===== config.mk =====
export PLATFORM = sky130hd
export DESIGN_NAME = hti_ctrl
export DESIGN_NICKNAME = d
export VERILOG_FILES = /design/src/design/hti_pkg.sv /design/src/design/hti_ctrl.sv
export SDC_FILE = /design/constraint.sdc
export NUM_CORES = 1
export LEC_CHECK = 0
export BUFFER_PORTS_ARGS = -buffer_cell sky130_fd_sc_hd__buf_4
export CORE_AREA = 2 2 39 41
export CTS_CLUSTER_SIZE = 10
export DETAILED_ROUTE_END_ITERATION = 8
export DIE_AREA = 0 0 41 43
export PLACE_DENSITY = 0.8
export REMOVE_ABC_BUFFERS = 1
export SYNTH_ARGS = -nofsm -noshare
export SYNTH_HDL_FRONTEND = slang
export SYNTH_SLANG_ARGS = --single-unit

===== constraint.sdc =====
create_clock -name aclk -period 1.2 [get_ports aclk]
set_input_delay 0.12 -clock aclk [delete_from_list [all_inputs] [get_ports aclk]]
set_output_delay 0.12 -clock aclk [all_outputs]
set_load 0.01 [all_outputs]

===== src/design/hti_pkg.sv =====
// Shared types, widths and codes for the heightmap triangle interpolator.
package hti_pkg;

    // Field widths
    localparam int DIM_W      = 9;
    localparam int INV_W      = 24;
    localparam int HGT_W      = 16;
    localparam int POS_W      = 24;
    localparam int OUT_W      = 20;
    localparam int CFG_IDX_W  = 2;
    localparam int CFG_DATA_W = 24;
    localparam int S_TDATA_W  = 80;
    localparam int M_TDATA_W  = 24;

    // Datapath widths
    localparam int FRAC_BITS = 16;
    localparam int CXW       = 41;          // cell coordinate, signed Q24.16
    localparam int MULW      = 25;          // multiplier operand
    localparam int GLO_W     = MULW - 1;    // low slice of a fraction
    localparam int PRODW     = 2 * MULW;
    localparam int DIFFW     = HGT_W + 1;
    localparam int ACCW      = 60;

    localparam int ONE_Q      = 1 << FRAC_BITS;
    localparam int HEIGHT_MAX = 524287;
    localparam int HEIGHT_MIN = -524288;

    // Register indexes
    localparam logic [CFG_IDX_W-1:0] CFG_NUM_COLS          = 2'd0;
    localparam logic [CFG_IDX_W-1:0] CFG_NUM_ROWS          = 2'd1;
    localparam logic [CFG_IDX_W-1:0] CFG_INV_CELL_DISTANCE = 2'd2;

    localparam logic [DIM_W-1:0] NUM_COLS_RST = 9'd256;
    localparam logic [DIM_W-1:0] NUM_ROWS_RST = 9'd256;
    localparam logic [INV_W-1:0] INV_CELL_RST = 24'd6554;

    // Item kinds
    localparam logic FUNC_WRITE = 1'b0;
    localparam logic FUNC_QUERY = 1'b1;

    typedef enum logic [4:0] {
        ST_IDLE,
        ST_WRITE,
        ST_MUL_X,
        ST_MUL_Z,
        ST_CELL_Z,
        ST_CELL,
        ST_FRAC,
        ST_RD_B,
        ST_RD_C,
        ST_RD_D,
        ST_RD_W,
        ST_DIFF,
        ST_MAC_1,
        ST_MAC_2,
        ST_MAC_3,
        ST_MAC_4,
        ST_MAC_5,
        ST_DONE
    } hti_state_t;

    typedef enum logic [2:0] {
        MUL_POS_X,
        MUL_POS_Z,
        MUL_D1_LO,
        MUL_D1_HI,
        MUL_D2_LO,
        MUL_D2_HI
    } hti_mul_sel_t;

    typedef enum logic [1:0] {
        ACC_HOLD,
        ACC_INIT,
        ACC_ADD_LO,
        ACC_ADD_HI
    } hti_acc_op_t;

    // Corner of the cell: A upper left, B upper right, C lower left, D lower right
    typedef enum logic [1:0] {
        VTX_A,
        VTX_B,
        VTX_C,
        VTX_D
    } hti_vtx_t;

    typedef struct packed {
        logic         ld_in;
        logic         ram_we;
        logic         ram_re;
        hti_vtx_t     rd_vtx;
        logic         cap_en;
        hti_vtx_t     cap_vtx;
        logic         ld_cx;
        logic         ld_cz;
        logic         ld_cell;
        logic         ld_frac;
        logic         ld_diff;
        hti_mul_sel_t mul_sel;
        hti_acc_op_t  acc_op;
        logic         ld_out;
    } hti_cmd_t;

endpackage


===== src/design/hti_ctrl.sv =====
// Controller: sequences one transaction at a time through the datapath and owns the result valid.
module hti_ctrl import hti_pkg::*; (
    input  logic     aclk,
    input  logic     aresetn,
    input  logic     s_tvalid,
    input  logic     s_tuser,
    output logic     s_tready,
    input  logic     m_tready,
    output logic     m_tvalid,
    output hti_cmd_t cmd
);

    hti_state_t state_reg, state_next;
    logic       m_tvalid_reg, m_tvalid_next;
    logic       slot_free;

    always_ff @(posedge aclk) begin
        if (!aresetn) begin
            state_reg    <= ST_IDLE;
            m_tvalid_reg <= 1'b0;
        end else begin
            state_reg    <= state_next;
            m_tvalid_reg <= m_tvalid_next;
        end
    end

    assign s_tready  = (state_reg == ST_IDLE);
    assign m_tvalid  = m_tvalid_reg;
    assign slot_free = !m_tvalid_reg || m_tready;

    always_comb begin
        cmd           = '0;
        cmd.mul_sel   = MUL_POS_X;
        cmd.acc_op    = ACC_HOLD;
        cmd.rd_vtx    = VTX_A;
        cmd.cap_vtx   = VTX_A;
        state_next    = state_reg;
        m_tvalid_next = m_tvalid_reg && !m_tready;
        case (state_reg)
            ST_IDLE: begin
                if (s_tvalid) begin
                    cmd.ld_in  = 1'b1;
                    state_next = (s_tuser == FUNC_QUERY) ? ST_MUL_X : ST_WRITE;
                end
            end
            ST_WRITE: begin
                cmd.ram_we = 1'b1;
                state_next = ST_IDLE;
            end
            ST_MUL_X: begin
                cmd.mul_sel = MUL_POS_X;
                state_next  = ST_MUL_Z;
            end
            ST_MUL_Z: begin
                cmd.mul_sel = MUL_POS_Z;
                cmd.ld_cx   = 1'b1;
                state_next  = ST_CELL_Z;
            end
            ST_CELL_Z: begin
                cmd.ld_cz  = 1'b1;
                state_next = ST_CELL;
            end
            ST_CELL: begin
                cmd.ld_cell = 1'b1;
                state_next  = ST_FRAC;
            end
            ST_FRAC: begin
                cmd.ld_frac = 1'b1;
                cmd.ram_re  = 1'b1;
                cmd.rd_vtx  = VTX_A;
                state_next  = ST_RD_B;
            end
            ST_RD_B: begin
                cmd.ram_re  = 1'b1;
                cmd.rd_vtx  = VTX_B;
                cmd.cap_en  = 1'b1;
                cmd.cap_vtx = VTX_A;
                state_next  = ST_RD_C;
            end
            ST_RD_C: begin
                cmd.ram_re  = 1'b1;
                cmd.rd_vtx  = VTX_C;
                cmd.cap_en  = 1'b1;
                cmd.cap_vtx = VTX_B;
                state_next  = ST_RD_D;
            end
            ST_RD_D: begin
                cmd.ram_re  = 1'b1;
                cmd.rd_vtx  = VTX_D;
                cmd.cap_en  = 1'b1;
                cmd.cap_vtx = VTX_C;
                state_next  = ST_RD_W;
            end
            ST_RD_W: begin
                cmd.cap_en  = 1'b1;
                cmd.cap_vtx = VTX_D;
                state_next  = ST_DIFF;
            end
            ST_DIFF: begin
                cmd.ld_diff = 1'b1;
                state_next  = ST_MAC_1;
            end
            // Multiply one partial product while the previous one is added in
            ST_MAC_1: begin
                cmd.mul_sel = MUL_D1_LO;
                cmd.acc_op  = ACC_INIT;
                state_next  = ST_MAC_2;
            end
            ST_MAC_2: begin
                cmd.mul_sel = MUL_D1_HI;
                cmd.acc_op  = ACC_ADD_LO;
                state_next  = ST_MAC_3;
            end
            ST_MAC_3: begin
                cmd.mul_sel = MUL_D2_LO;
                cmd.acc_op  = ACC_ADD_HI;
                state_next  = ST_MAC_4;
            end
            ST_MAC_4: begin
                cmd.mul_sel = MUL_D2_HI;
                cmd.acc_op  = ACC_ADD_LO;
                state_next  = ST_MAC_5;
            end
            ST_MAC_5: begin
                cmd.acc_op = ACC_ADD_HI;
                state_next = ST_DONE;
            end
            ST_DONE: begin
                // Hold until the output register is free
                if (slot_free) begin
                    cmd.ld_out    = 1'b1;
                    m_tvalid_next = 1'b1;
                    state_next    = ST_IDLE;
                end
            end
            default: begin
                state_next = ST_IDLE;
            end
        endcase
    end

    a_out_slot_free: assert property (@(posedge aclk) disable iff (!aresetn)
        cmd.ld_out |-> (!m_tvalid_reg || m_tready))
        else $error("result loaded over an untaken transaction");

    a_query_starts: assert property (@(posedge aclk) disable iff (!aresetn)
        (s_tvalid && s_tready && s_tuser == FUNC_QUERY) |=> state_reg == ST_MUL_X)
        else $error("query transaction did not start the multiplier");

    a_done_emits: assert property (@(posedge aclk) disable iff (!aresetn)
        (state_reg == ST_DONE && slot_free) |=> (m_tvalid_reg && state_reg == ST_IDLE))
        else $error("finished query gave no result");

    a_no_accept_on_load: assert property (@(posedge aclk) disable iff (!aresetn)
        !(cmd.ld_in && cmd.ld_out))
        else $error("input latched while a result was loaded");

endmodule


# Yosys cells after proc, flatten, opt, wreduce, memory -nomap -nowiden
# Index checks and enable logic that the tools add are counted.
# totals
elab_cells	49
input_bits	5
register_bits	6
# op_classes
eq_ne	19
n_mux	20
reduce_logical	8
# op_table
operator	count
$pmux W5 S17	1
$eq A5 B4 Y1 const B	8
$pmux W3 S4	2
$eq A5 B3 Y1 const B	4
$pmux W3 S5	1
$mux W1	12
$eq A5 B2 Y1 const B	2
$eq A5 B5 Y1 const B	2
$mux W5	2
$pmux W2 S3	1
$eq A5 B1 Y1 const B	1
$logic_not A5 Y1	1
$ne A2 B2 Y1 const B	2
$reduce_or A2 Y1	2
$logic_not A1 Y1	2
$mux W2	1
$reduce_and A2 Y1	1
$logic_and A1 B1 Y1	1
$logic_or A1 B1 Y1	1

# Logic depth before layout (Yosys ltp)
# Gate-level depths: netlist of run 1.
# logic_depth
depth_word	4
ltp_mapped	5

# Worst setup path before layout of run 1
# OpenSTA, ideal clock, no wires.
# synth_timing
path_type	register to output
startpoint	register state_reg[3]
endpoint	output port cmd[18] (netlist bit)
slack_ns	-0.050
path_buffers	0
arrival_ns	1.130
path_stages_with_launch	4
cell_sequence	dfxtp_1 or3_4 nor3_2 and2_1
# synth_rtl
element	line_no	text
start, declared	hti_ctrl.sv:13	hti_state_t state_reg, state_next;
start signal, assigned	hti_ctrl.sv:22	state_reg <= state_next;
end, declared	hti_ctrl.sv:10	output hti_cmd_t cmd

==> results_dict.tcl, run 1 <==
set metrics [dict create \
    setup_viol 23 \
    drt_iter0_markers 26 \
    antenna_cells 0 \
    postRouteAntennaNets 0 \
    fp-row-count 14 \
    outcome "finished, violations left" \
    worst_setup_path_start_kind "register" \
    ys_warn_count 0 \
    setup_tns_ns -5.511 \
    insertion_delay_ns 0.26 \
    max_stage_delay_ns 0.37 \
    ir_drop_uv 451.0 \
    die_y_um 43 \
    slew_violations 0 \
    clk_pin_slew_ns 0.06 \
    worstPathCellList "buf_4 -> nor2b_1 -> nand3_1 -> nor2_1 -> buf_4" \
    num_vias 879 \
    end_kind "output pin" \
    p_per_area_mw_per_mm2 681.4 \
    r2r_slack_ns -0.16 \
    critPathBufInv 2 \
    first_pass_iters 5 \
    synth-seq-area-share_pct 22.22 \
    mappedNetlistArea_um2 540.5 \
    place_ws_ns -0.1028 \
    ys_ff_latch 6 \
    fin_crit_ns 1.555 \
    ys_types 31 \
    cp_slowest_cell "dfxtp_4" \
    die_area_mm2 0.001763 \
    fillers 55 \
    critPathTopFamily "simple AND/OR/NAND/NOR gates" \
    numCtsBuffers 3 \
    synth_top_area_cell "dfxtp_1" \
    dieWidth_um 41 \
    criticalPathCategory "reg2out" \
    cp.arrival_ns 1.44 \
    yosysTopAreaCellShare_pct 22.22 \
    synth_area_leaders "dfxtp_1 (22%), nor2_1 (9.7%), nand2b_1 (5.8%)" \
    ios 26 \
    hp-class "in2reg" \
    finalHoldViolCount 0 \
    largest_reg_flops 5 \
    hold_depth 3 \
    cts_tree "done" \
    min_delay_worst_endpoint "m_tvalid$_SDFF_PN0_" \
    avgSynthCellArea_um2 6.842 \
    cts_root_buffer "clkbuf_4" \
    rsz0062_at_grt "yes" \
    final_util_pct 91.68 \
    dpl_cell_area_um2 859.6 \
    max_clock_freq_mhz 643.0 \
    core_mm2 0.001384 \
    initial_core_util_pct 39.06 \
    max_cap_violations 0 \
    drc 0 \
    multi_input_area_um2 541.8 \
    violations "setup timing" \
    postCtsHoldBufs 0 \
    r2r-end "state_reg[1]$_SDFFE_PN0P_" \
    p_leak_nw 0.5629 \
    clk_path_buf_depth 2 \
    finalCritPeriodShare_pct 129.6 \
    worst_slew_pin_slew_ns 0.3161 \
    hpwl_um 1259 \
    r2r-start "state_reg[2]$_SDFFE_PN0P_" \
    r2r_cells 6 \
    grt_max_degree 13 \
    synthCells 79 \
    fin_ws_ns -0.3552 \
    worstPathRequired_ns 1.08 \
    design_area_mm2 0.001269 \
    via_per_inst 5.821 \
    wl_per_cell_um 20.01 \
    crit_fanout 4 \
    nNetsFinal 142 \
    grt_antenna_before_repair 0 \
    grt.total_usage_pct 26.26 \
    routed_wl_um 3022 \
    areaGrowthSynthToFinish_pct 134.7 \
    cts.sinks 6 \
    io_buffers 25 \
    grt_pass1_wl_um 3222 \
    maxSlewHeadroom_pct 78.88 \
    drive_gt1_share_pct 69.63 \
    fin_skew_ns 0.009385 \
    grt-ovfl-total 0 \
    path_common_cell "buf_4" \
    routabilityCongestion 0.8604 \
    htree_levels 1 \
    hold_start "aresetn" \
    regArea_um2 136.4 \
    grt_pass1_vias 745 \
]
==> kinds of logic after synthesis <==
kind of cell | after synthesis | share of synthesized area (%)
AND/OR/NAND/NOR | 48 | 49.08
AO/OA/AOI/OAI | 14 | 16.90
buffers and inverters | 9 | 8.562
flip-flops | 6 | 22.22
XOR/XNOR | 2 | 3.241
==> layout make-up <==
type                            instances  area share (%)
Clock buffer                            3           1.775
Tap cell                               16           1.578
Sequential cell                         6           10.75
Multi-Input combinational cell         64           42.70
Inverter                                2          0.5917
Timing Repair Buffer                   60           42.60
==> worst max-delay path by stage <==
stage                                         start                   endpoint  slack (ns)  cells after the start
after CTS                 state_reg[4]$_SDFFE_PN0P_                    cmd[18]       -0.30                      4
after global placement    state_reg[1]$_SDFFE_PN0P_  state_reg[0]$_SDFFE_PN0P_       -0.06                      4
final                     state_reg[0]$_SDFFE_PN0P_                     cmd[0]       -0.36                      5
after detailed placement  state_reg[3]$_SDFFE_PN0P_                    cmd[18]       -0.10                      4
after global routing      state_reg[0]$_SDFFE_PN0P_                     cmd[0]       -0.35                      5
after floorplan           state_reg[3]$_SDFFE_PN0P_                    cmd[18]       -0.14                      3
==> per-layer routing <==
layer / track usage [%] / wire length [µm] / up-vias
met3: 4.188 / 243 / 19
met5: 0 / 0 / -
li1: - / - / 387
met2: 45.00 / 1534 / 72
met4: 9.333 / 144 / 0
met1: 30.74 / 1099 / 401
==> through the flow <==
| step | power, mW | cells | hold WS, ns |
|---|---|---|---|
| global placement | 0.4593 | 133 | 0.3799 |
| CTS | 0.7116 | 143 | 0.1170 |
| finish | 0.8645 | 151 | 0.1288 |
| global route | 0.8834 | 151 | 0.1683 |
| floorplan | 0.3454 | 72 | 0.2700 |
| detailed placement | 0.4672 | 133 | 0.3821 |
==> tightest hold or removal path: cells and delay by family <==
kind          cells  cell delay [ns]
buf+inv           2             0.14
simple gates      1             0.09
==> placed cells by master (no fill, tap or decap), types with 4 or more instances in the layout <==
cell	instances
nor2_4	5
buf_6	22
buf_4	37
dfxtp_4	4
nor2_1	8
==> what timing repair did <==
action / in CTS / in global routing
gates resized for setup: 32 / 39
endpoints found under the setup margin: 24 / 23
setup buffers: 7 / 10
pin swaps: 10 / 13
==> cells in the mapped netlist <==
master     count
a2111oi_2      1
a21boi_0       1
a21oi_1        6
a31oi_1        3
and2_1         1
and3b_1        1
buf_2          3
buf_4          2
clkbuf_1       1
clkbuf_2       1
dfxtp_1        6
inv_1          2
nand2_1        3
nand2b_1       5
nand3_1        3
nand3b_1       3
nand4_1        1
nor2_1        14
nor2b_1        4
nor3_1         6
nor3_2         1
nor3b_1        1
nor4b_1        1
o211ai_1       1
o21a_1         1
o21ai_0        1
or2_1          1
or3_1          2
or3_4          1
xnor2_1        1
xor2_1         1
==> power breakdown <==
part           internal, mW  switching [mW]  total [mW]
Sequential            0.207          0.0221       0.229
Combinational         0.227           0.198       0.425
Clock                 0.115          0.0960       0.211
Total                 0.549           0.316       0.865
(Power assumes the default switching activity.)
==> run 2, diff against run 1 <==
Settings changed: RECOVER_POWER from default to 100.
==> results_dict.tcl, run 2 (synthesized netlist as in run 1, its figures left out) <==
set metrics [dict create \
    fin_ws_ns -0.3545 \
    criticalPathCategory "reg2out" \
    dieWidth_um 41 \
    dpl_cell_area_um2 859.6 \
    fin_crit_ns 1.555 \
    maxSlewHeadroom_pct 79.14 \
    fin_skew_ns 0.01016 \
    worst_slew_pin_slew_ns 0.3123 \
    grt_max_degree 13 \
    insertion_delay_ns 0.26 \
    cts_root_buffer "clkbuf_4" \
    clk_pin_slew_ns 0.06 \
    cts.sinks 6 \
    ios 26 \
    drc 0 \
    worst_setup_path_start_kind "register" \
    routed_wl_um 3008 \
    finalHoldViolCount 0 \
    hpwl_um 1259 \
    final_util_pct 91.41 \
    routabilityCongestion 0.8604 \
    via_per_inst 5.762 \
    postCtsHoldBufs 0 \
    violations "setup timing" \
    p_leak_nw 0.5587 \
    die_y_um 43 \
    grt.total_usage_pct 26.26 \
    max_stage_delay_ns 0.37 \
    grt_pass1_wl_um 3222 \
    htree_levels 1 \
    setup_viol 23 \
    layout_commonest_cell "buf_4" \
    end_kind "output pin" \
    fp-row-count 14 \
    place_ws_ns -0.1028 \
    slew_violations 0 \
    design_area_mm2 0.001265 \
    numCtsBuffers 3 \
    drive_gt1_share_pct 68.89 \
    max_clock_freq_mhz 643.3 \
    wl_per_cell_um 19.92 \
    finalCritPeriodShare_pct 129.5 \
    ir_drop_uv 451.5 \
    worst_hold_slack_ns 0.1272 \
    die_area_mm2 0.001763 \
    antenna_cells 0 \
    p_per_area_mw_per_mm2 683.8 \
    first_pass_iters 4 \
    path_common_cell "buf_4" \
    grt-ovfl-total 0 \
    drt_iter0_markers 22 \
    nNetsFinal 142 \
    postRouteAntennaNets 0 \
    final_cell_mix "buf_4 (36), buf_6 (22), nor2_1 (8), nor2_4 (5), dfxtp_4 (4)" \
    grt_pass1_vias 745 \
    hp-class "in2reg" \
    num_vias 870 \
    crit_fanout 4 \
    io_buffers 25 \
    largest_reg_flops 5 \
    grt_antenna_before_repair 0 \
    cts_tree "done" \
    cp_slowest_cell "dfxtp_4" \
    outcome "finished, violations left" \
    areaGrowthSynthToFinish_pct 134.0 \
    worstPathCellList "buf_4 -> nor2b_1 -> nand3_1 -> nor2_1 -> buf_4" \
    cp.arrival_ns 1.43 \
    rsz0062_at_grt "yes" \
    initial_core_util_pct 39.06 \
    worstPathRequired_ns 1.08 \
    core_mm2 0.001384 \
    clk_path_buf_depth 2 \
    max_cap_violations 0 \
]
==> run 2: changes by cell type in the layout (fill, tap and decap cells not counted) <==
cell / previous run / this run
buf_4: 37 / 36
clkbuf_1: 0 / 1
or2_0: 0 / 1
or2_1: 1 / 0
==> run 2: metrics by stage <==
stage | total power [mW] | TNS (ns) | instances
final | 0.8650 | -5.529 | 151
after global routing | 0.8834 | -6.077 | 151
after CTS | 0.7116 | -4.140 | 143
after detailed placement | 0.4672 | -0.8221 | 133
after global placement | 0.4593 | -0.3756 | 133
after floorplan | 0.3454 | -0.4077 | 72
==> run 2: metal layers <==
metal	global-route usage [%]	up-vias	wire, µm
met1	30.74	402	1115
met5	0	-	0
met3	4.188	17	220
met4	9.333	0	132
met2	45.00	63	1539
li1	-	388	-
==> run 2: repair_timing <==
item                                    CTS  global route
buffers inserted                          7            10
gates resized for setup                  32            39
pin swaps                                10            13
endpoints found under the setup margin   24            23
==> run 2: worst paths after layout <==
path,from,cells after the start,slack [ns],to
worst max register to register,state_reg[2]$_SDFFE_PN0P_,6,-0.16,state_reg[1]$_SDFFE_PN0P_
worst min register to register,state_reg[0]$_SDFFE_PN0P_,3,0.64,state_reg[3]$_SDFFE_PN0P_
worst min-delay path,aresetn,3,0.13,m_tvalid$_SDFF_PN0_
worst max-delay path,state_reg[0]$_SDFFE_PN0P_,5,-0.35,cmd[0]
==> run 2: critical path, delay by kind of cell (launching register included) <==
kind	cells	cell delay, ns
flops	1	0.37
simple gates	3	0.55
buf+inv	2	0.27
==> run 2: where the power goes <==
part | internal (mW) | switching (mW)
Combinational | 0.227 | 0.197
Sequential | 0.207 | 0.0221
Clock | 0.115 | 0.0974
==> run 2: final cells by class <==
class	count	area, µm²
clock buffers	3	22.52
fillers	57	118.9
inverters	2	7.507
flip-flops and latches	6	136.4
well taps	16	20.02
multi-input cells	64	541.8
repair buffers	60	536.8
